File: src/sv/hashed_word_tokenizer_defines.svh
// Assertion macros shared by the tokenizer RTL
`ifndef HASHED_WORD_TOKENIZER_DEFINES_SVH
`define HASHED_WORD_TOKENIZER_DEFINES_SVH

// Check a property at every rising edge of clk_i outside reset
`define HWT_ASSERT(lbl, prop, msg) \
  lbl: assert property (@(posedge clk_i) disable iff (!rst_ni) (prop)) else $error(msg);

// Check that a condition never holds at a rising edge of clk_i outside reset
`define HWT_NEVER(lbl, cond, msg) \
  lbl: assert property (@(posedge clk_i) disable iff (!rst_ni) !(cond)) else $error(msg);

`endif

File: src/sv/hwt_pkg.sv
// Types, constants and codes shared by the tokenizer modules
`default_nettype none

package hwt_pkg;

  // Limits of the design
  localparam int unsigned MaxImages = 8;
  localparam int unsigned MaxTokens = 4096;

  // Field widths
  localparam int unsigned FuncW  = 2;
  localparam int unsigned ByteW  = 8;
  localparam int unsigned TokW   = 31;
  localparam int unsigned CntW   = 13;
  localparam int unsigned ImgW   = 4;
  localparam int unsigned CfgDW  = 13;
  localparam int unsigned CfgIW  = 2;
  localparam int unsigned HashW  = 32;
  localparam int unsigned ResW   = 15;
  localparam int unsigned NumW   = 4;   // up to one word token plus MaxImages results
  localparam int unsigned DelimW = 4;

  // Token values
  localparam logic [TokW-1:0]   ImgBase    = 31'h7FFF_FFF0;
  localparam logic [DelimW-1:0] TokSpace   = 4'd0;
  localparam logic [DelimW-1:0] TokNewline = 4'd13;

  // Word hash constants
  localparam logic [HashW-1:0] HashInit = 32'd5381;
  localparam logic [ResW-1:0]  HashMod  = 15'd31999;
  localparam int unsigned      AddW     = 17;
  localparam int unsigned      RedW     = 21;
  localparam int unsigned      CarryW   = 6;
  // Adding this per unit of carry out of bit 31 stands for subtracting 2^32 mod HashMod
  localparam logic [AddW-1:0]  HashWrapAdj =
    AddW'(HashMod) - AddW'(33'h1_0000_0000 % 33'(HashMod));

  // Characters
  localparam logic [ByteW-1:0] ChSpace   = 8'h20;
  localparam logic [ByteW-1:0] ChTab     = 8'h09;
  localparam logic [ByteW-1:0] ChNewline = 8'h0A;

  typedef enum logic [FuncW-1:0] {
    FuncStart = 2'd0,
    FuncByte  = 2'd1,
    FuncEnd   = 2'd2
  } func_e;

  typedef enum logic [CfgIW-1:0] {
    CfgLayout = 2'd0,
    CfgImages = 2'd1,
    CfgLimit  = 2'd2
  } cfg_idx_e;

  typedef enum logic [1:0] {
    LayoutSingle    = 2'd0,
    LayoutNumbered  = 2'd1,
    LayoutSingleAlt = 2'd2,
    LayoutAfter     = 2'd3
  } layout_e;

  // Configuration as the datapath sees it
  typedef struct packed {
    layout_e         layout;
    logic [ImgW-1:0] n_img;   // saturated at MaxImages
    logic [CntW-1:0] limit;   // min(token_limit, MaxTokens)
  } cfg_t;

  // Word hash commands, one transaction at most per cycle
  typedef struct packed {
    logic             extend;
    logic             clear;
    logic [ByteW-1:0] ch;
  } hash_ctl_t;

  // All results of one input item
  typedef struct packed {
    logic              word_vld;
    logic [ResW-1:0]   word_res;
    logic              tail_img;
    logic              tail_num;
    logic [DelimW-1:0] tail_tok;
    logic [NumW-1:0]   num;
    logic [CntW-1:0]   cnt_base;
  } batch_t;

endpackage

`default_nettype wire

File: src/sv/hwt_cfg_regs.sv
// Configuration registers of the tokenizer
`default_nettype none

module hwt_cfg_regs (
  input  wire logic                       clk_i,
  input  wire logic                       rst_ni,
  input  wire logic                       cfg_valid_i,
  output logic                            cfg_ready_o,
  input  wire logic [hwt_pkg::CfgIW-1:0]  cfg_index_i,
  input  wire logic [hwt_pkg::CfgDW-1:0]  cfg_data_i,
  output hwt_pkg::cfg_t                   cfg_o
);

  hwt_pkg::layout_e              layout_q;
  logic [hwt_pkg::ImgW-1:0]      img_q;
  logic [hwt_pkg::CntW-1:0]      limit_q;

  assign cfg_ready_o = 1'b1;

  // Write one register per transaction, ignore unknown indexes
  always_ff @(posedge clk_i or negedge rst_ni) begin
    if (!rst_ni) begin
      layout_q <= hwt_pkg::LayoutSingle;
      img_q    <= '0;
      limit_q  <= hwt_pkg::CntW'(hwt_pkg::MaxTokens);
    end else if (cfg_valid_i) begin
      unique case (hwt_pkg::cfg_idx_e'(cfg_index_i))
        hwt_pkg::CfgLayout: layout_q <= hwt_pkg::layout_e'(cfg_data_i[1:0]);
        hwt_pkg::CfgImages: img_q    <= cfg_data_i[hwt_pkg::ImgW-1:0];
        hwt_pkg::CfgLimit:  limit_q  <= cfg_data_i[hwt_pkg::CntW-1:0];
        default: begin
        end
      endcase
    end
  end

  // Saturate image count and clamp the limit
  always_comb begin
    cfg_o.layout = layout_q;
    cfg_o.n_img  = (img_q > hwt_pkg::ImgW'(hwt_pkg::MaxImages)) ?
                   hwt_pkg::ImgW'(hwt_pkg::MaxImages) : img_q;
    cfg_o.limit  = (limit_q > hwt_pkg::CntW'(hwt_pkg::MaxTokens)) ?
                   hwt_pkg::CntW'(hwt_pkg::MaxTokens) : limit_q;
  end

endmodule

`default_nettype wire

File: src/sv/hwt_word_hash.sv
// djb2 word hash with a running residue modulo the token range
`default_nettype none
`include "hashed_word_tokenizer_defines.svh"

module hwt_word_hash (
  input  wire logic                      clk_i,
  input  wire logic                      rst_ni,
  input  wire hwt_pkg::hash_ctl_t        ctl_i,
  output logic                           in_word_o,
  output logic [hwt_pkg::ResW-1:0]       word_res_o
);

  logic [hwt_pkg::HashW-1:0]          hash_q;
  logic                               in_word_q;
  logic [hwt_pkg::ResW-1:0]           res_q;       // residue before the pending byte
  logic                               pend_vld_q;
  logic [hwt_pkg::AddW-1:0]           pend_add_q;  // byte plus wrap correction

  logic [hwt_pkg::HashW+hwt_pkg::CarryW-1:0] wide;
  logic [hwt_pkg::CarryW-1:0]         carry;
  logic [hwt_pkg::AddW-1:0]           add_next;
  logic [hwt_pkg::RedW-1:0]           red_x;
  logic [hwt_pkg::CarryW-1:0]         red_hi;
  logic [hwt_pkg::RedW-1:0]           red_y;
  logic [hwt_pkg::ResW-1:0]           red_r;
  logic [hwt_pkg::ResW-1:0]           cur_res;

  // Full hash step h*33 + c, keep the carry out of bit 31
  always_comb begin
    wide = ({hwt_pkg::CarryW'(0), hash_q} << 5) + {hwt_pkg::CarryW'(0), hash_q}
           + (hwt_pkg::HashW+hwt_pkg::CarryW)'(ctl_i.ch);
    carry = wide[hwt_pkg::HashW +: hwt_pkg::CarryW];
    add_next = hwt_pkg::AddW'(ctl_i.ch)
             + hwt_pkg::AddW'(carry) * hwt_pkg::HashWrapAdj;
  end

  // Apply the pending byte to the residue: x stays below 36 moduli,
  // its top bits give a quotient at most one too small
  always_comb begin
    red_x  = (hwt_pkg::RedW'(res_q) << 5) + hwt_pkg::RedW'(res_q)
           + hwt_pkg::RedW'(pend_add_q);
    red_hi = red_x[hwt_pkg::RedW-1 -: hwt_pkg::CarryW];
    red_y  = red_x - hwt_pkg::RedW'(red_hi) * hwt_pkg::RedW'(hwt_pkg::HashMod);
    red_r  = (red_y >= hwt_pkg::RedW'(hwt_pkg::HashMod)) ?
             hwt_pkg::ResW'(red_y - hwt_pkg::RedW'(hwt_pkg::HashMod)) :
             hwt_pkg::ResW'(red_y);
    cur_res = pend_vld_q ? red_r : res_q;
  end

  assign in_word_o  = in_word_q;
  assign word_res_o = cur_res;

  // Restart or extend the word
  always_ff @(posedge clk_i or negedge rst_ni) begin
    if (!rst_ni) begin
      hash_q     <= hwt_pkg::HashInit;
      in_word_q  <= 1'b0;
      res_q      <= hwt_pkg::ResW'(hwt_pkg::HashInit);
      pend_vld_q <= 1'b0;
      pend_add_q <= '0;
    end else if (ctl_i.clear) begin
      hash_q     <= hwt_pkg::HashInit;
      in_word_q  <= 1'b0;
      res_q      <= hwt_pkg::ResW'(hwt_pkg::HashInit);
      pend_vld_q <= 1'b0;
    end else if (ctl_i.extend) begin
      hash_q     <= wide[hwt_pkg::HashW-1:0];
      in_word_q  <= 1'b1;
      res_q      <= cur_res;
      pend_vld_q <= 1'b1;
      pend_add_q <= add_next;
    end
  end

  `HWT_ASSERT(a_res_range, res_q < hwt_pkg::HashMod && cur_res < hwt_pkg::HashMod, "hash residue out of range")
  `HWT_NEVER(a_ctl_excl, ctl_i.clear && ctl_i.extend, "hash clear and extend together")

endmodule

`default_nettype wire

File: src/sv/hwt_planner.sv
// Input register, token count and result planning for one item
`default_nettype none
`include "hashed_word_tokenizer_defines.svh"

module hwt_planner (
  input  wire logic                       clk_i,
  input  wire logic                       rst_ni,
  input  wire logic                       in_valid_i,
  output logic                            in_ready_o,
  input  wire logic [hwt_pkg::FuncW-1:0]  func_i,
  input  wire logic [hwt_pkg::ByteW-1:0]  text_byte_i,
  input  wire hwt_pkg::cfg_t              cfg_i,
  input  wire logic                       in_word_i,
  input  wire logic [hwt_pkg::ResW-1:0]   word_res_i,
  output hwt_pkg::hash_ctl_t              hash_ctl_o,
  input  wire logic                       batch_free_i,
  output logic                            load_o,
  output hwt_pkg::batch_t                 batch_o
);

  logic                            in_vld_q;
  logic [hwt_pkg::FuncW-1:0]       func_q;
  logic [hwt_pkg::ByteW-1:0]       byte_q;
  logic [hwt_pkg::CntW-1:0]        cnt_q;

  hwt_pkg::hash_ctl_t              hctl;
  logic                            restart;
  logic                            word_vld;
  logic [hwt_pkg::NumW-1:0]        tail_cnt;
  logic                            tail_img;
  logic                            tail_num;
  logic [hwt_pkg::DelimW-1:0]      tail_tok;
  logic [hwt_pkg::CntW-1:0]        base;
  logic [hwt_pkg::CntW-1:0]        avail;
  logic [hwt_pkg::NumW-1:0]        total;
  logic [hwt_pkg::NumW-1:0]        nres;
  logic                            move;

  // Decode the item into a word flush and a run of tail tokens
  always_comb begin
    hctl     = '0;
    hctl.ch  = byte_q;
    restart  = 1'b0;
    word_vld = 1'b0;
    tail_cnt = '0;
    tail_img = 1'b0;
    tail_num = 1'b0;
    tail_tok = hwt_pkg::TokSpace;
    unique case (hwt_pkg::func_e'(func_q))
      hwt_pkg::FuncStart: begin
        restart    = 1'b1;
        hctl.clear = 1'b1;
        tail_img   = 1'b1;
        unique case (cfg_i.layout)
          hwt_pkg::LayoutSingle, hwt_pkg::LayoutSingleAlt: begin
            tail_cnt = (cfg_i.n_img != '0) ? hwt_pkg::NumW'(1) : '0;
          end
          hwt_pkg::LayoutNumbered: begin
            tail_cnt = hwt_pkg::NumW'(cfg_i.n_img);
            tail_num = 1'b1;
          end
          hwt_pkg::LayoutAfter: begin
            tail_cnt = '0;
          end
          default: begin
          end
        endcase
      end
      hwt_pkg::FuncByte: begin
        priority if (byte_q == hwt_pkg::ChSpace || byte_q == hwt_pkg::ChTab ||
                     byte_q == hwt_pkg::ChNewline) begin
          hctl.clear = 1'b1;
          word_vld   = in_word_i;
          tail_cnt   = hwt_pkg::NumW'(1);
          tail_tok   = (byte_q == hwt_pkg::ChNewline) ? hwt_pkg::TokNewline
                                                     : hwt_pkg::TokSpace;
        end else if (byte_q != '0) begin
          hctl.extend = 1'b1;
        end else begin
          // drop a zero byte
        end
      end
      hwt_pkg::FuncEnd: begin
        hctl.clear = 1'b1;
        word_vld   = in_word_i;
        if (cfg_i.layout == hwt_pkg::LayoutAfter) begin
          tail_cnt = hwt_pkg::NumW'(cfg_i.n_img);
          tail_img = 1'b1;
        end
      end
      default: begin
      end
    endcase
  end

  // Clip the results at the token limit
  always_comb begin
    base  = restart ? '0 : cnt_q;
    avail = (base >= cfg_i.limit) ? '0 : cfg_i.limit - base;
    total = hwt_pkg::NumW'(word_vld) + tail_cnt;
    nres  = (avail < hwt_pkg::CntW'(total)) ? avail[hwt_pkg::NumW-1:0] : total;
  end

  // Items without results pass even while the emitter is busy
  assign move       = in_vld_q && (nres == '0 || batch_free_i);
  assign in_ready_o = !in_vld_q || move;
  assign load_o     = move && (nres != '0);
  assign hash_ctl_o = move ? hctl
                           : hwt_pkg::hash_ctl_t'{extend: 1'b0, clear: 1'b0, ch: byte_q};

  always_comb begin
    batch_o.word_vld = word_vld;
    batch_o.word_res = word_res_i;
    batch_o.tail_img = tail_img;
    batch_o.tail_num = tail_num;
    batch_o.tail_tok = tail_tok;
    batch_o.num      = nres;
    batch_o.cnt_base = base;
  end

  // Hold the input transaction and the prompt token count
  always_ff @(posedge clk_i or negedge rst_ni) begin
    if (!rst_ni) begin
      in_vld_q <= 1'b0;
      cnt_q    <= '0;
    end else begin
      if (in_ready_o) begin
        in_vld_q <= in_valid_i;
      end
      if (move) begin
        cnt_q <= base + hwt_pkg::CntW'(nres);
      end
    end
  end

  always_ff @(posedge clk_i) begin
    if (in_ready_o && in_valid_i) begin
      func_q <= func_i;
      byte_q <= text_byte_i;
    end
  end

  `HWT_ASSERT(a_cnt_max, cnt_q <= hwt_pkg::CntW'(hwt_pkg::MaxTokens), "token count above maximum")

endmodule

`default_nettype wire

File: src/sv/hwt_emitter.sv
// Result register: steps through the tokens of one planned item
`default_nettype none
`include "hashed_word_tokenizer_defines.svh"

module hwt_emitter (
  input  wire logic                       clk_i,
  input  wire logic                       rst_ni,
  input  wire logic                       load_i,
  input  wire hwt_pkg::batch_t            batch_i,
  output logic                            batch_free_o,
  output logic                            out_valid_o,
  input  wire logic                       out_ready_i,
  output logic [hwt_pkg::TokW-1:0]        token_o,
  output logic [hwt_pkg::CntW-1:0]        tokens_so_far_o,
  output logic                            last_o
);

  logic                         vld_q;
  logic [hwt_pkg::NumW-1:0]     idx_q;
  hwt_pkg::batch_t              b_q;
  logic [hwt_pkg::NumW-1:0]     tail_idx;
  logic                         is_last;

  assign is_last      = (idx_q == b_q.num - hwt_pkg::NumW'(1));
  assign batch_free_o = !vld_q || (out_ready_i && is_last);
  assign tail_idx     = idx_q - hwt_pkg::NumW'(b_q.word_vld);

  // Select the token at the current position
  always_comb begin
    if (b_q.word_vld && idx_q == '0) begin
      token_o = hwt_pkg::TokW'(b_q.word_res) + hwt_pkg::TokW'(1);
    end else if (b_q.tail_img) begin
      token_o = hwt_pkg::ImgBase + (b_q.tail_num ? hwt_pkg::TokW'(tail_idx) : '0);
    end else begin
      token_o = hwt_pkg::TokW'(b_q.tail_tok);
    end
  end

  assign out_valid_o     = vld_q;
  assign tokens_so_far_o = b_q.cnt_base + hwt_pkg::CntW'(idx_q) + hwt_pkg::CntW'(1);
  assign last_o          = is_last;

  // Load a new item or advance to the next token
  always_ff @(posedge clk_i or negedge rst_ni) begin
    if (!rst_ni) begin
      vld_q <= 1'b0;
      idx_q <= '0;
    end else if (load_i) begin
      vld_q <= 1'b1;
      idx_q <= '0;
    end else if (vld_q && out_ready_i) begin
      if (is_last) begin
        vld_q <= 1'b0;
      end else begin
        idx_q <= idx_q + hwt_pkg::NumW'(1);
      end
    end
  end

  always_ff @(posedge clk_i) begin
    if (load_i) begin
      b_q <= batch_i;
    end
  end

  `HWT_ASSERT(a_idx_range, vld_q |-> (idx_q < b_q.num), "result index past item end")
  `HWT_ASSERT(a_run_on, (vld_q && out_ready_i && !is_last) |=> vld_q, "item dropped before last token")

endmodule

`default_nettype wire

File: src/sv/hashed_word_tokenizer.sv
// Top level of the hashed word tokenizer
//
//   channel  direction  handshake             payload
//   in       sink       in_valid_i/in_ready_o  func_i, text_byte_i
//   out      source     out_valid_o/out_ready_i token_o, tokens_so_far_o, last_o
//   cfg      sink       cfg_valid_i/cfg_ready_o cfg_index_i, cfg_data_i
//
// An item is planned while it sits in the input register and loads the result register
// once that register is free. Items without results never wait for the output.
// Results leave at one per cycle from the result register while out_ready_i is high;
// an item holds the result register until its last result is taken, so the input
// takes one item per cycle while each gives at most one token and the output is ready.
// The word residue is updated incrementally, one byte per cycle while input flows.
// Reset is asynchronous, active low, and clears configuration and prompt state.
`default_nettype none

module hashed_word_tokenizer (
  input  wire logic                       clk_i,
  input  wire logic                       rst_ni,
  input  wire logic                       in_valid_i,
  output logic                            in_ready_o,
  input  wire logic [hwt_pkg::FuncW-1:0]  func_i,
  input  wire logic [hwt_pkg::ByteW-1:0]  text_byte_i,
  output logic                            out_valid_o,
  input  wire logic                       out_ready_i,
  output logic [hwt_pkg::TokW-1:0]        token_o,
  output logic [hwt_pkg::CntW-1:0]        tokens_so_far_o,
  output logic                            last_o,
  input  wire logic                       cfg_valid_i,
  output logic                            cfg_ready_o,
  input  wire logic [hwt_pkg::CfgIW-1:0]  cfg_index_i,
  input  wire logic [hwt_pkg::CfgDW-1:0]  cfg_data_i
);

  hwt_pkg::cfg_t                 cfg;
  hwt_pkg::hash_ctl_t            hash_ctl;
  hwt_pkg::batch_t               batch;
  logic                          in_word;
  logic [hwt_pkg::ResW-1:0]      word_res;
  logic                          batch_free;
  logic                          load;

  hwt_cfg_regs u_cfg (
    .clk_i       (clk_i),
    .rst_ni      (rst_ni),
    .cfg_valid_i (cfg_valid_i),
    .cfg_ready_o (cfg_ready_o),
    .cfg_index_i (cfg_index_i),
    .cfg_data_i  (cfg_data_i),
    .cfg_o       (cfg)
  );

  hwt_word_hash u_hash (
    .clk_i      (clk_i),
    .rst_ni     (rst_ni),
    .ctl_i      (hash_ctl),
    .in_word_o  (in_word),
    .word_res_o (word_res)
  );

  hwt_planner u_plan (
    .clk_i        (clk_i),
    .rst_ni       (rst_ni),
    .in_valid_i   (in_valid_i),
    .in_ready_o   (in_ready_o),
    .func_i       (func_i),
    .text_byte_i  (text_byte_i),
    .cfg_i        (cfg),
    .in_word_i    (in_word),
    .word_res_i   (word_res),
    .hash_ctl_o   (hash_ctl),
    .batch_free_i (batch_free),
    .load_o       (load),
    .batch_o      (batch)
  );

  hwt_emitter u_emit (
    .clk_i           (clk_i),
    .rst_ni          (rst_ni),
    .load_i          (load),
    .batch_i         (batch),
    .batch_free_o    (batch_free),
    .out_valid_o     (out_valid_o),
    .out_ready_i     (out_ready_i),
    .token_o         (token_o),
    .tokens_so_far_o (tokens_so_far_o),
    .last_o          (last_o)
  );

endmodule

`default_nettype wire

File: config.mk
export PLATFORM = sky130hd
export DESIGN_NAME = hashed_word_tokenizer
export DESIGN_NICKNAME = d
export VERILOG_FILES = /design/src/sv/hwt_pkg.sv /design/src/sv/hwt_cfg_regs.sv /design/src/sv/hwt_word_hash.sv /design/src/sv/hwt_planner.sv /design/src/sv/hwt_emitter.sv /design/src/sv/hashed_word_tokenizer.sv
export VERILOG_INCLUDE_DIRS = /design/src /design/src/sv
export SDC_FILE = /design/constraint.sdc
export NUM_CORES = 1
export LEC_CHECK = 0
export BUFFER_PORTS_ARGS = -buffer_cell sky130_fd_sc_hd__buf_2
export CAP_MARGIN = 10
export CORE_MARGIN = 3
export CORE_UTILIZATION = 40
export CTS_BUF_LIST = sky130_fd_sc_hd__clkbuf_16
export CTS_CLUSTER_SIZE = 16
export DETAILED_ROUTE_END_ITERATION = 10
export GPL_TIMING_DRIVEN = 1
export SETUP_SLACK_MARGIN = 0.5
export SYNTH_ARGS = -nofsm -noshare
export SYNTH_HDL_FRONTEND = slang
export SYNTH_HIERARCHICAL = 1
export SYNTH_SLANG_ARGS = --single-unit
export TNS_END_PERCENT = 10
File: constraint.sdc
create_clock -name clk_i -period 20.4 [get_ports clk_i]
set_clock_uncertainty 0.05 [all_clocks]
set_input_delay 4.08 -clock clk_i [delete_from_list [all_inputs] [get_ports clk_i]]
set_output_delay 4.08 -clock clk_i [all_outputs]
set_load 0.005 [all_outputs]
* Yosys cells after proc, flatten, opt, wreduce, memory -nomap -nowiden *
Index checks and enable logic that the tools add are counted.

word-level totals
  flip-flop bits (word level) = 152
  bits of input ports = 30
  output and inout port bits = 48
  logic and storage cells = 130

operators by class
  $add $sub $neg = 17
  multipliers = 2
  $lt $le $gt $ge = 5
  equality and inequality tests = 12
  mux-type cells = 40
  bitwise operators = 1
  reductions and logical operators = 33

operators with widths
  cell                                                    count
  2-to-1 mux 32 bit                                       2
  2-to-1 mux 31 bit                                       2
  2-to-1 mux 15 bit                                       4
  2-to-1 mux 13 bit                                       3
  adder 37 x 32 -> 38 bit                                 1
  adder 38 x 8 -> 38 bit                                  1
  2-to-1 mux 4 bit                                        8
  adder 31 bit (first input constant)                     1
  adder 13 x 4 -> 13 bit                                  2
  case mux 4 bit (3 select lines)                         2
  adder 20 x 15 -> 21 bit                                 1
  adder 21 x 17 -> 21 bit                                 1
  >= comparator 21 x 15 -> 1 bit (second input constant)  1
  multiplier 6 x 15 -> 21 bit (second input constant)     1
  subtractor 21 bit                                       1
  adder 8 x 17 -> 17 bit                                  1
  adder 15 x 1 -> 16 bit (second input constant)          1
  equality test 8 x 4 -> 1 bit (second input constant)    2
  multiplier 6 x 11 -> 16 bit (second input constant)     1
  2-to-1 mux 1 bit                                        15
  subtractor 15 bit (second input constant)               1
  AND reduction 2 bit                                     7
  adder 13 x 1 -> 13 bit (second input constant)          1
  >= comparator 13 bit                                    1
  25 further kinds                                        49

* Logic depth before layout (Yosys ltp) *
Gate-level depths: netlist of run 1.

  word-level depth = 16
  mapped depth = 37

* Modules after synthesis *
The synthesis of run 1 kept the hierarchy.

by module, submodules not included
  module         instances  cells an instance  area an instance (µm²)  sequential area each (µm²)
  hwt_word_hash  1          1180               10147.2                 1639.1
  hwt_planner    1          337                2890.3                  650.6
  hwt_emitter    1          201                2369.8                  1296.2
  hwt_cfg_regs   1          62                 895.9                   476.7

* Worst setup path before layout of run 1 *
No wires, ideal clock.

  path type = reg2reg
  start = register u_hash/res_q[0] (netlist name)
  end = register u_emit/b_q[26] (netlist name), data pin
  library setup time = 0.251 ns
  arrival = 8.460 ns
  required time = 20.099 ns
  slack = 11.639 ns
  cell stages (with the launch flop) = 37
  cells stage by stage = dfstp_2 > inv_1 > fa_1 > inv_1 > ha_1 > o211ai_1 > a21oi_1 > o41a_1 > o41ai_4 > o21bai_1 > a21oi_1 > nor2b_1 > o21a_1 > xor2_1 > fa_1 > xor2_1 > ha_1 > or2_2 > clkbuf_1 > xor2_1 > ha_1 > inv_1 > fa_1 > inv_1 > ha_1 > and4_4 > a221o_1 > nor2_2 > a31o_1 > xnor2_1 > nand4_1 > a2111oi_4 > nor3_4 > buf_4 > o21a_1 > o31a_1 > buf_4

on the way
  word-level cells in the longest chain between the ends = 7

RTL lines
  element                                                                     line                                      source
  from (decl)                                                                 hwt_word_hash.sv:15                       logic [hwt_pkg::ResW-1:0] res_q;
  from (signal assigned)                                                      hwt_word_hash.sv:58                       res_q <= hwt_pkg::ResW'(hwt_pkg::HashInit);
  from (signal assigned)                                                      hwt_word_hash.sv:64                       res_q <= hwt_pkg::ResW'(hwt_pkg::HashInit);
  from (signal assigned)                                                      hwt_word_hash.sv:69                       res_q <= cur_res;
  adder 20 x 15 -> 21 bit (*)                                                 hwt_word_hash.sv:40                       red_x = (hwt_pkg::RedW'(res_q) << 5) + hwt_pkg::RedW'(res_q)
  adder 21 x 17 -> 21 bit (*)                                                 hwt_word_hash.sv:41                       + hwt_pkg::RedW'(pend_add_q);
  multiplier 6 x 15 -> 21 bit                                                 hwt_word_hash.sv:43                       red_y = red_x - hwt_pkg::RedW'(red_hi) * hwt_pkg::RedW'(hwt_pkg::HashMod);
  subtractor 21 bit (*)                                                       hwt_word_hash.sv:43
  >= comparator 21 x 15 -> 1 bit / subtractor 15 bit (equally long branches)  hwt_word_hash.sv:44, hwt_word_hash.sv:45
  2-to-1 mux 15 bit (*)                                                       hwt_word_hash.sv:44                       red_r = (red_y >= hwt_pkg::RedW'(hwt_pkg::HashMod)) ?
  2-to-1 mux 15 bit (*)                                                       hwt_word_hash.sv:47                       cur_res = pend_vld_q ? red_r : res_q;
  net word_res, one bit                                                       hashed_word_tokenizer.sv:39               logic [hwt_pkg::ResW-1:0] word_res;
  to (signal assigned)                                                        hwt_emitter.sv:62                         b_q <= batch_i;
  to (decl)                                                                   hwt_emitter.sv:20                         hwt_pkg::batch_t b_q;

Mark *: on every way through the listed nets, which the timed path passes. The rest lies on a longest branch.
A chain may end at the register's enable or synchronous reset.

==> results.md, run 1 <==
* Path class of the lowest-slack min-delay path: register to register
* Worst hold path cell count at 2
* Total detailed-routing wirelength at 40910 µm
* RSZ-0062 raised after global routing: no
* Transition time at the pin with the least slew margin at 1.061 ns
* Max Fclk at about 100 MHz
* Max cap viols at 0
* Post-synth top flop: dfrtp_1
* Post-synth cell types at roughly 120
* Post-Route Utilization at 0.4365
* Layout overhead on the synthesized area at 7.106%
* Cell count after placement at 2310
* Clock insertion delay at the later pin of the skew report at 0.45 ns
* Net count, final at 2096
* GRT Residual Overflow at 0
* Ordered list of cells on the worst path: inv_1 > ha_1 > and2b_2 > inv_1 > ha_1 > nand2_1 > o21bai_1 > a21boi_0 > o41ai_2 > nor2_1 > and2_1 > ha_1 > nor2b_1 > o21ai_0 > or2b_2 > o21ai_0 > a31oi_2 > a31oi_1 > nand3_1 > buf_2
* Cell area after synthesis at 16300 µm²
* Number of endpoints with negative hold slack in the final report at 0
* Initial cell density of the core at 0.4075
* Die X-Extent at 207.9 µm
* First-pass detailed-route iteration total at 5
* Post-synthesis async set-or-reset flop share at 0.6776
* Sinks on the clock net at roughly 150
* Cell row count at 73
* Required time reported for the critical path endpoint at 16.27 ns
* Antenna diode instance count at 0
* Via Count at approximately 13k
* Post-Route Setup TNS at 0 ns
* Crit path max-delay cell type: ha_1
* Most common cell after layout, fill and taps aside: ha_1
* Layout cells sized above 1 at 0.1178
* Clock edge transition at the registers on the reported setup and hold paths at around 0.070 ns
* Startpoint-to-endpoint class of the critical path: register to output port
* Kind of start point of the critical path: register
* Outcome: finished, final reports clean
* Global-route wire length before repair at 67040 µm
* Post-synth EDFFs at 49
* Post-place instance area at ~17000 µm²
* Slew margin rel. at 0.2904
* Num ports at 78
* Final max-slew violation count at 0
* Global router's overall resource usage at 0.1896
* CP peak stage delay at 0.68 ns
* Post-Synthesis Net Count at 2072
* Resize count post-CTS at 0
* Instance count of the mapped netlist at about 1.8k
* Residual DRC count at 0
* Root Driver: clkbuf_16
* Kind of end point of the critical path: output port
* Total core area at 40010 µm²
* Number of buffers inserted by hold repair at cts at 0
* Cell repeated most along the worst path: ha_1
* Final weighted congestion of routability-driven global placement at a little under 0.9
* HPWL Detailed at 32550 µm
* Vias in the first global route at ~13k
* Pin count of the biggest net entering global routing at 74
* Count of yosys warnings during synthesis at 6
* Critical Path Fanout Max at 25
* Final setup vio count at 0
* Worst reg-to-reg path cell count at 30
* Area of all placed cells without fillers at 17460 µm²
* Number of buffers on the longest clock path at 2
* Antenna violations before repair at 0
* Post-CTS repair timing setup buffer count at 0
* Number of buffers added by the clock tree synthesis step at 17
* DRC marker count from the first detailed-route iteration at 852
* Syn Area/Cell at 9.159 µm²
* Die boundary height at around 210 µm
* Final period demand of the worst path at between 10 and 15 ns
* Top library cells by usage in the layout, fill and taps aside: 201 x ha_1, 171 x inv_1, 130 x nor2_1
* CTS tree: built
* H-tree depth at 4
* Port Buf Inserts at 76
* Proportion of synthesized chip area in sequential cells at 0.2492
* Final standard cell count with taps included and fillers excluded at ~2.3k
* Area of the die at around 43000 µm²
* Period utilisation layout at 0.4976
* Antenna-violating nets left at 0
* CP arrival at 6.02 ns
* Detail-routed net length per standard cell at approximately 17 µm
* Flop and latch count out of synthesis at 152
* Via-to-Cell Ratio at 5.488
==> sequential cells by signal, summed over array words and instances, names as in the netlist <==
signal and count:
u_cfg/img_q 4, u_cfg/layout_q 2, u_cfg/limit_q 13, u_emit/b_q 39
u_emit/idx_q 4, u_emit/out_valid_o 1, u_hash/hash_q 32, u_hash/pend_add_q 17
u_hash/pend_vld_q 1, u_hash/res_q 15, u_plan/byte_q 8, u_plan/cnt_q 13
u_plan/func_q 2, u_plan/in_vld_q 1
==> kinds of logic (layout without fill, tap and decap cells) <==
kind of cell / count (synthesis) / in the layout / synth area share
compound gates: 427 / 427 / 0.1820
xor+xnor: 130 / 130 / 0.07122
fa+ha+maj: 262 / 262 / 0.2292
buf+inv: 247 / 284 / 0.06769
other cells: 2 / 2 / 0.0004606
flops: 152 / 152 / 0.2492
mux: 60 / 60 / 0.04183
simple gates: 500 / 500 / 0.1584
==> synth_stat cells (all sizes together), types with 5 or more instances <==
library cell	n	area, µm²
a22oi	6	45.04
nand2b	30	187.7
o31ai	13	102.6
a31o	5	43.79
or3	11	68.82
o21bai	12	93.84
a21boi	6	45.04
nor4	8	65.06
a31oi	24	156.4
inv	170	638.1
a21o	47	352.8
and4	8	72.57
nor2b	32	200.2
mux2i	31	310.3
nand3	40	205.2
ha	201	2515
edfxtp	49	1471
a21oi	102	529.3
mux2	29	371.6
clkbuf	30	122.6
or2	17	106.4
dfstp	11	289.0
fa	61	1221
a211oi	17	145.1
xnor2	75	671.9
o21a	18	135.1
nand4	13	81.33
nand2	115	434.2
nor3	25	147.6
o211ai	19	142.6
buf	47	342.8
or4	8	63.81
and2	15	93.84
dfrtp	92	2302
xor2	55	489.2
o21ai	98	505.5
nor2	132	498.0
and3	24	150.1
==> area by class of cell <==
class	count	area [µm²]
Clock buffer	17	425.4
Clock inverter	15	100.1
Fill cell	3935	22540
Inverter	170	638.1
Multi-Input combinational cell	1381	11150
Sequential cell	152	4063
Tap cell	525	656.9
Timing Repair Buffer	82	427.9
==> critical path, delay by kind of cell (launching register included) <==
kind / cells / cell delay (ns)
AND/OR/NAND/NOR: 7 / 1.58
buffers and inverters: 3 / 0.39
AO/OA/AOI/OAI: 7 / 1.83
adder cells (fa/ha/maj): 3 / 1.34
flip-flops: 1 / 0.43
==> worst paths after layout <==
check / endpoint / slack (ns) / startpoint
worst max register to register: u_emit/b_q[23]$_DFFE_PP_ / 10.60 / u_hash/res_q[9]$_DFFE_PN0P_
min in group asynchronous: u_hash/res_q[13]$_DFFE_PN0P_ / 3.54 / rst_ni
worst max-delay path: in_ready_o / 10.25 / u_plan/func_q[0]$_DFFE_PP_
max in group asynchronous: u_hash/pend_add_q[12]$_DFFE_PN0P_ / 15.36 / rst_ni
worst min-delay path: u_hash/pend_add_q[1]$_DFFE_PN0P_ / 0.44 / u_hash/pend_add_q[1]$_DFFE_PN0P_
worst min register to register: u_hash/pend_add_q[1]$_DFFE_PN0P_ / 0.44 / u_hash/pend_add_q[1]$_DFFE_PN0P_
==> through the flow <==
stage / hold slack, ns / setup WS, ns
after floorplan: 0.3998 / 11.64
after global placement: 0.4168 / 10.91
after detailed placement: 0.4279 / 10.69
after CTS: 0.4432 / 10.21
after global routing: 0.4676 / 9.743
final: 0.4372 / 10.25
==> metal layers <==
metal | share of wire | vias to the layer above | GRT usage
met2 | 0.45 | 292 | 0.2963
met4 | 0.017 | 0 | 0.05185
met3 | 0.046 | 43 | 0.03023
met5 | 0 | - | 0
met1 | 0.48 | 6189 | 0.2730
li1 | - | 6330 | -
Power of run 1 is left out: the tool's default activity adds up to more than one toggle a clock period on the data nets, which glitch-free logic cannot reach.
==> inputs of run 2 (changes only) <==
Settings changed: ABC_AREA set to 1.
Clock period 20.4 ns to 9.8 ns, I/O delays scaled along.
==> run 2 against run 1 <==
Against the previous run:
- sequential share of layout area fell by 1.5 points
- final cell count rose by 29%
- sequential cell count did not move
- largest cell class unchanged
==> results.md, run 2 <==
* Post-synthesis async set-or-reset flop share at 0.6776
* Fill cell instance count of the final layout at 4422
* Vias in the first global route at 14.84k
* Number of buffers inserted by hold repair at cts at 0
* Outcome: finished, final reports clean
* Required time reported for the critical path endpoint at 9.99 ns
* Sinks on the clock net at 152
* Synth top area share at 0.1450
* Most common cell in the synthesized netlist: nand2_1
* Top library cells by usage in the layout, fill and taps aside: 578 x nand2_1, 407 x inv_1, 201 x ha_1
* Antenna-violating nets left at 0
* Global router's overall resource usage at 0.1988
* Most common cell after layout, fill and taps aside: nand2_1
* Cell repeated most along the worst path: nand2_1
* Die X-Extent at around 210 µm
* First-pass detailed-route iteration total at 8
* Final standard cell count with taps included and fillers excluded at approximately 3k
* H-tree depth at 4
* Syn Area/Cell at between 7 and 8 µm²
* CTS tree: built
* Num ports at just under 80
* HPWL Detailed at 37350 µm
* DRC marker count from the first detailed-route iteration at 973
* Post-synth EDFFs at 49
* Residual DRC count at 0
* Total detailed-routing wirelength at 45130 µm
* Post-Synthesis Net Count at approximately 2.7k
* Number of buffers on the longest clock path at 2
* Period utilisation layout at 0.8705
* Number of endpoints with negative hold slack in the final report at 0
* Transition time at the pin with the least slew margin at 0.8015 ns
* Slew margin rel. at 0.4656
* Max Fclk at between 100 and 150 MHz
* Clock edge transition at the registers on the reported setup and hold paths at 0.07 ns
* Post-Place Worst Slack at 1.112 ns
* Final weighted congestion of routability-driven global placement at 0.9131
* Count of yosys warnings during synthesis at 6
* GRT Residual Overflow at 0
* Via Count at 15.22k
* Final period demand of the worst path at 8.531 ns
* Cell row count at 75
* Clock insertion delay at the later pin of the skew report at 0.45 ns
* Die boundary height at 214.2 µm
* Biggest registers after layout: u_emit/b_q: 39 flops, u_hash/hash_q: 32 flops, u_hash/pend_add_q: 17 flops
* Instance count of the mapped netlist at ~2.4k
* Max cap viols at 0
* Layout cells sized above 1 at 0.1046
* Buffers & Inverters on Critical Path at 6
* Net count, final at 2716
* RSZ-0062 raised after global routing: no
* Leading cell types by count after synthesis: 579 x nand2_1, 406 x inv_1, 201 x ha_1
* CP arrival at approximately 8.7 ns
* Flop and latch count out of synthesis at 152
* Number of buffers added by the clock tree synthesis step at 17
* Post-synth cell types at 62
* Cell family with the largest share of critical-path delay: simple AND/OR/NAND/NOR gates
* Post-synth top flop: dfrtp_1
* Via-to-Cell Ratio at 5.051
* Critical Path Fanout Max at 15
* CP peak stage delay at 0.55 ns
* Initial cell density of the core at 0.4088
* Cell area after synthesis at about 17000 µm²
* Final worst setup slack at 1.269 ns
* Max FFs per register at 39
* Biggest area contributors in the synthesized netlist: ha_1 15%, dfrtp_1 13%, nand2_1 13%
* Detail-routed net length per standard cell at around 15 µm
* Kind of end point of the critical path: register
* Port Buf Inserts at 76
* Pin count of the biggest net entering global routing at 57
* Final setup vio count at 0
* Global-route wire length before repair at 75320 µm
* Root Driver: clkbuf_16
* Startpoint-to-endpoint class of the critical path: register to register
* Antenna diode instance count at 0
* Post-Route Setup TNS at 0 ns
* Total core area at 42420 µm²
* Path class of the lowest-slack min-delay path: register to register
* Proportion of synthesized chip area in sequential cells at 0.2343
* Crit path max-delay cell type: dfstp_2
* Cell count after placement at 2980
* Register name with the most flops: u_emit/b_q
* Antenna violations before repair at 0
* Kind of start point of the critical path: register
* Layout overhead on the synthesized area at 7.475%
* Cell taking the most area after synthesis: ha_1
* Final max-slew violation count at 0
* Area of the die at 45890 µm²
-- run 2: path summary, 6_finish.rpt --
check	end	slack [ns]	start	cells past startpoint
min	u_plan/cnt_q[6]$_DFFE_PN0P_	0.42	u_plan/cnt_q[6]$_DFFE_PN0P_	2
max	u_emit/b_q[37]$_DFFE_PP_	1.27	u_hash/res_q[0]$_DFFE_PN1P_	42
max in group asynchronous	u_hash/pend_add_q[13]$_DFFE_PN0P_	6.98	rst_ni	2
min reg2reg	u_plan/cnt_q[6]$_DFFE_PN0P_	0.42	u_plan/cnt_q[6]$_DFFE_PN0P_	2
min in group asynchronous	u_cfg/limit_q[10]$_DFFE_PN0P_	1.46	rst_ni	1
max reg2reg	u_emit/b_q[37]$_DFFE_PP_	1.27	u_hash/res_q[0]$_DFFE_PN1P_	42
-- run 2: per-stage QoR --
step,utilization,instance area [µm²],hold WS (ns)
after floorplan,-,17340,0.3922
after global placement,0.4246,18010,0.4031
after detailed placement,0.4246,18010,0.4099
after CTS,0.4385,18600,0.4255
after global routing,0.4394,18640,0.4434
final,0.4394,18640,0.4234
-- run 2: tightest hold or removal path, delay by kind of cell (launching register included) --
| family | cells | cell delay, ns |
|---|---|---|
| simple gates | 2 | 0.10 |
| flops | 1 | 0.34 |
-- run 2: cell type report --
cell class	instances	area, µm²	share of cell area
timing repair buffer	83	447.9	0.02403
clock buffer	17	425.4	0.02283
sequential	152	4063	0.2180
multi-input combinational	1743	11200	0.6012
inverter	427	1610	0.08640
clock inverter	15	163.9	0.008795
tap	577	721.9	0.03874
-- run 2: repair_timing --
action	4_1_cts	5_1_grt
endpoints found under the setup margin	0	30
setup buffers	0	2
resized for setup	0	2
-- run 2: routing by layer --
layer | wire length, µm | track usage
met4 | 1288 | 0.06986
met3 | 1538 | 0.02239
met2 | 20520 | 0.3259
met1 | 21780 | 0.2726
met5 | 0 | 0
-- run 2: kinds of logic after synthesis --
group	count (synthesis)	synth area share
XOR/XNOR	90	0.04546
AND/OR/NAND/NOR	1059	0.2742
flip-flops	152	0.2343
adder cells (fa/ha/maj)	262	0.2155
other	2	0.0004331
AO/OA/AOI/OAI	330	0.1097
buffers and inverters	497	0.1204
Power of run 2 is left out for the same reason.
==> inputs of run 3 (changes only) <==
Clock period 9.8 ns to 8.9 ns, I/O delays scaled along.
==> run 3 against run 2 <==
Against the previous run:
- worst hold slack improved by 0.0027 ns
- wire length increased by 0.85%
- register-to-register slack got worse by 0.42 ns
- fmax increased by 6.0%
- critical path depth decreased by 1
- global-route usage about the same
- cell area increased by 1.3%
- setup slack got worse by 0.42 ns
- via count increased by 0.14%
- highest routed layer unchanged
==> results.md, run 3 (synthesized netlist as in run 2, its figures left out) <==
* Kind of end point of the critical path: register
* CTS tree: built
* Buffers & Inverters on Critical Path at 8
* Crit path max-delay cell type: dfstp_2
* Number of buffers on the longest clock path at 2
* Max Fclk at roughly 120 MHz
* Biggest registers after layout: u_emit/b_q: 39 flops, u_hash/hash_q: 32 flops, u_hash/pend_add_q: 17 flops
* Total core area at roughly 42000 µm²
* Clock edge transition at the registers on the reported setup and hold paths at 0.07 ns
* Port Buf Inserts at 76
* Met2 usage in global routing at 0.3376
* Max FFs per register at 39
* Transition time at the pin with the least slew margin at 0.8019 ns
* Final max-slew violation count at 0
* Global-route wire length before repair at 75440 µm
* Required time reported for the critical path endpoint at about 9 ns
* Clock insertion delay at the later pin of the skew report at roughly 0.44 ns
* Layout overhead on the synthesized area at 8.839%
* Total detailed-routing wirelength at 45510 µm
* Antenna diode instance count at 0
* Worst hold path cell count at 2
* Number of buffers inserted by hold repair at cts at 0
* Top library cells by usage in the layout, fill and taps aside: 571 x nand2_1, 405 x inv_1, 192 x ha_1
* Layout cells sized above 1 at 0.1211
* Critical Path Fanout Max at 5
* Outcome: finished, final reports clean
* Sinks on the clock net at 152
* First-pass detailed-route iteration total at 5
* RSZ-0062 raised after global routing: yes
* Cell family with the largest share of critical-path delay: adder cells
* Post-Route Setup TNS at 0 ns
* Most common cell after layout, fill and taps aside: nand2_1
* Die X-Extent at 214.2 µm
* HPWL Detailed at between 30000 and 40000 µm
* GRT Residual Overflow at 0
* Register name with the most flops: u_emit/b_q
* GRT met3 Usage at 0.01956
* Slew margin rel. at 0.4654
* Via-to-Cell Ratio at 5.045
* Worst reg-to-reg path cell count at 41
* Period utilisation layout at 0.9045
* Num ports at 78
* H-tree depth at 4
* Residual DRC count at 0
* Number of buffers added by the clock tree synthesis step at 17
* Net count, final at 2724
* Max cap viols at 0
* Vias in the first global route at 14.89k
* Antenna-violating nets left at 0
* Final period demand of the worst path at 8.050 ns
* Initial cell density of the core at 0.4088
* Final setup vio count at 0
* Antenna violations before repair at 0
* Met1 GRT Util at 0.2765
* Global router's overall resource usage at 0.1988
* DRC marker count from the first detailed-route iteration at 988
* Area of the die at 45890 µm²
* Busiest layer in global routing: met2
* Number of endpoints with negative hold slack in the final report at 0
* Startpoint-to-endpoint class of the critical path: register to register
* Kind of start point of the critical path: register
* Path length in cells of the critical path at 41
* Pin count of the biggest net entering global routing at between 50 and 60
* Cell repeated most along the worst path: nand2_1
* CP peak stage delay at 0.64 ns
* Root Driver: clkbuf_16
* Detail-routed net length per standard cell at 15.06 µm
* CP arrival at 8.20 ns
* Final weighted congestion of routability-driven global placement at 0.9189
* Cell row count at 75
* Path class of the lowest-slack min-delay path: register to register
* Via Count at 15.25k
* Die boundary height at 214.2 µm
==> run 3: layout make-up <==
cell class | count | area (µm²)
sequential | 152 | 4064
clock buffer | 17 | 425.4
timing repair buffer | 90 | 488.0
clock inverter | 15 | 155.1
inverter | 427 | 1610
tap | 577 | 721.9
multi-input combinational | 1744 | 11410
fill | 4383 | 23540
==> run 3: metrics by stage <==
stage	util	hold WS [ns]	area, µm²	std cells	setup slack (ns)
detailed placement	0.4250	0.4099	18020	2982	0.4164
global route	0.4450	0.4490	18870	3022	0.4213
CTS	0.4391	0.4263	18620	3016	0.5594
global placement	0.4250	0.4032	18020	2982	0.6136
floorplan	-	0.3922	17340	2392	1.149
finish	0.4450	0.4261	18870	3022	0.8496
==> run 3: layer usage <==
layer | vias to the layer above | wire, µm
met5 | - | 0
met4 | 0 | 595
met3 | 30 | 1475
met2 | 257 | 21380
met1 | 7146 | 22060
li1 | 7812 | -
==> run 3: worst reg2reg max path: cells and delay by family, from the launching register on <==
kind                       cells  cell delay [ns]
DFF                            1             0.64
and+or+nand+nor               22             2.60
xor gates and xnor gates       1             0.15
adders and majority gates      7             3.18
AOI/OAI and AO/OA              3             0.38
buffers and inverters          8             0.78
==> run 3: worst paths after layout <==
check / slack, ns / end / start
max in group asynchronous: 6.22 / u_hash/res_q[9]$_DFFE_PN0P_ / rst_ni
max: 0.85 / u_emit/b_q[27]$_DFFE_PP_ / u_hash/res_q[12]$_DFFE_PN1P_
min reg2reg: 0.43 / u_plan/cnt_q[6]$_DFFE_PN0P_ / u_plan/cnt_q[6]$_DFFE_PN0P_
min in group asynchronous: 1.30 / u_cfg/limit_q[10]$_DFFE_PN0P_ / rst_ni
min: 0.43 / u_plan/cnt_q[6]$_DFFE_PN0P_ / u_plan/cnt_q[6]$_DFFE_PN0P_
max reg2reg: 0.85 / u_emit/b_q[27]$_DFFE_PP_ / u_hash/res_q[12]$_DFFE_PN1P_
==> run 3: timing repair <==
item,in CTS,in global routing
resized for setup,1,43
endpoints found under the setup margin,18,30
pin swaps,1,10
cloned,0,1
buffers inserted,2,5
Power of run 3 is left out for the same reason.
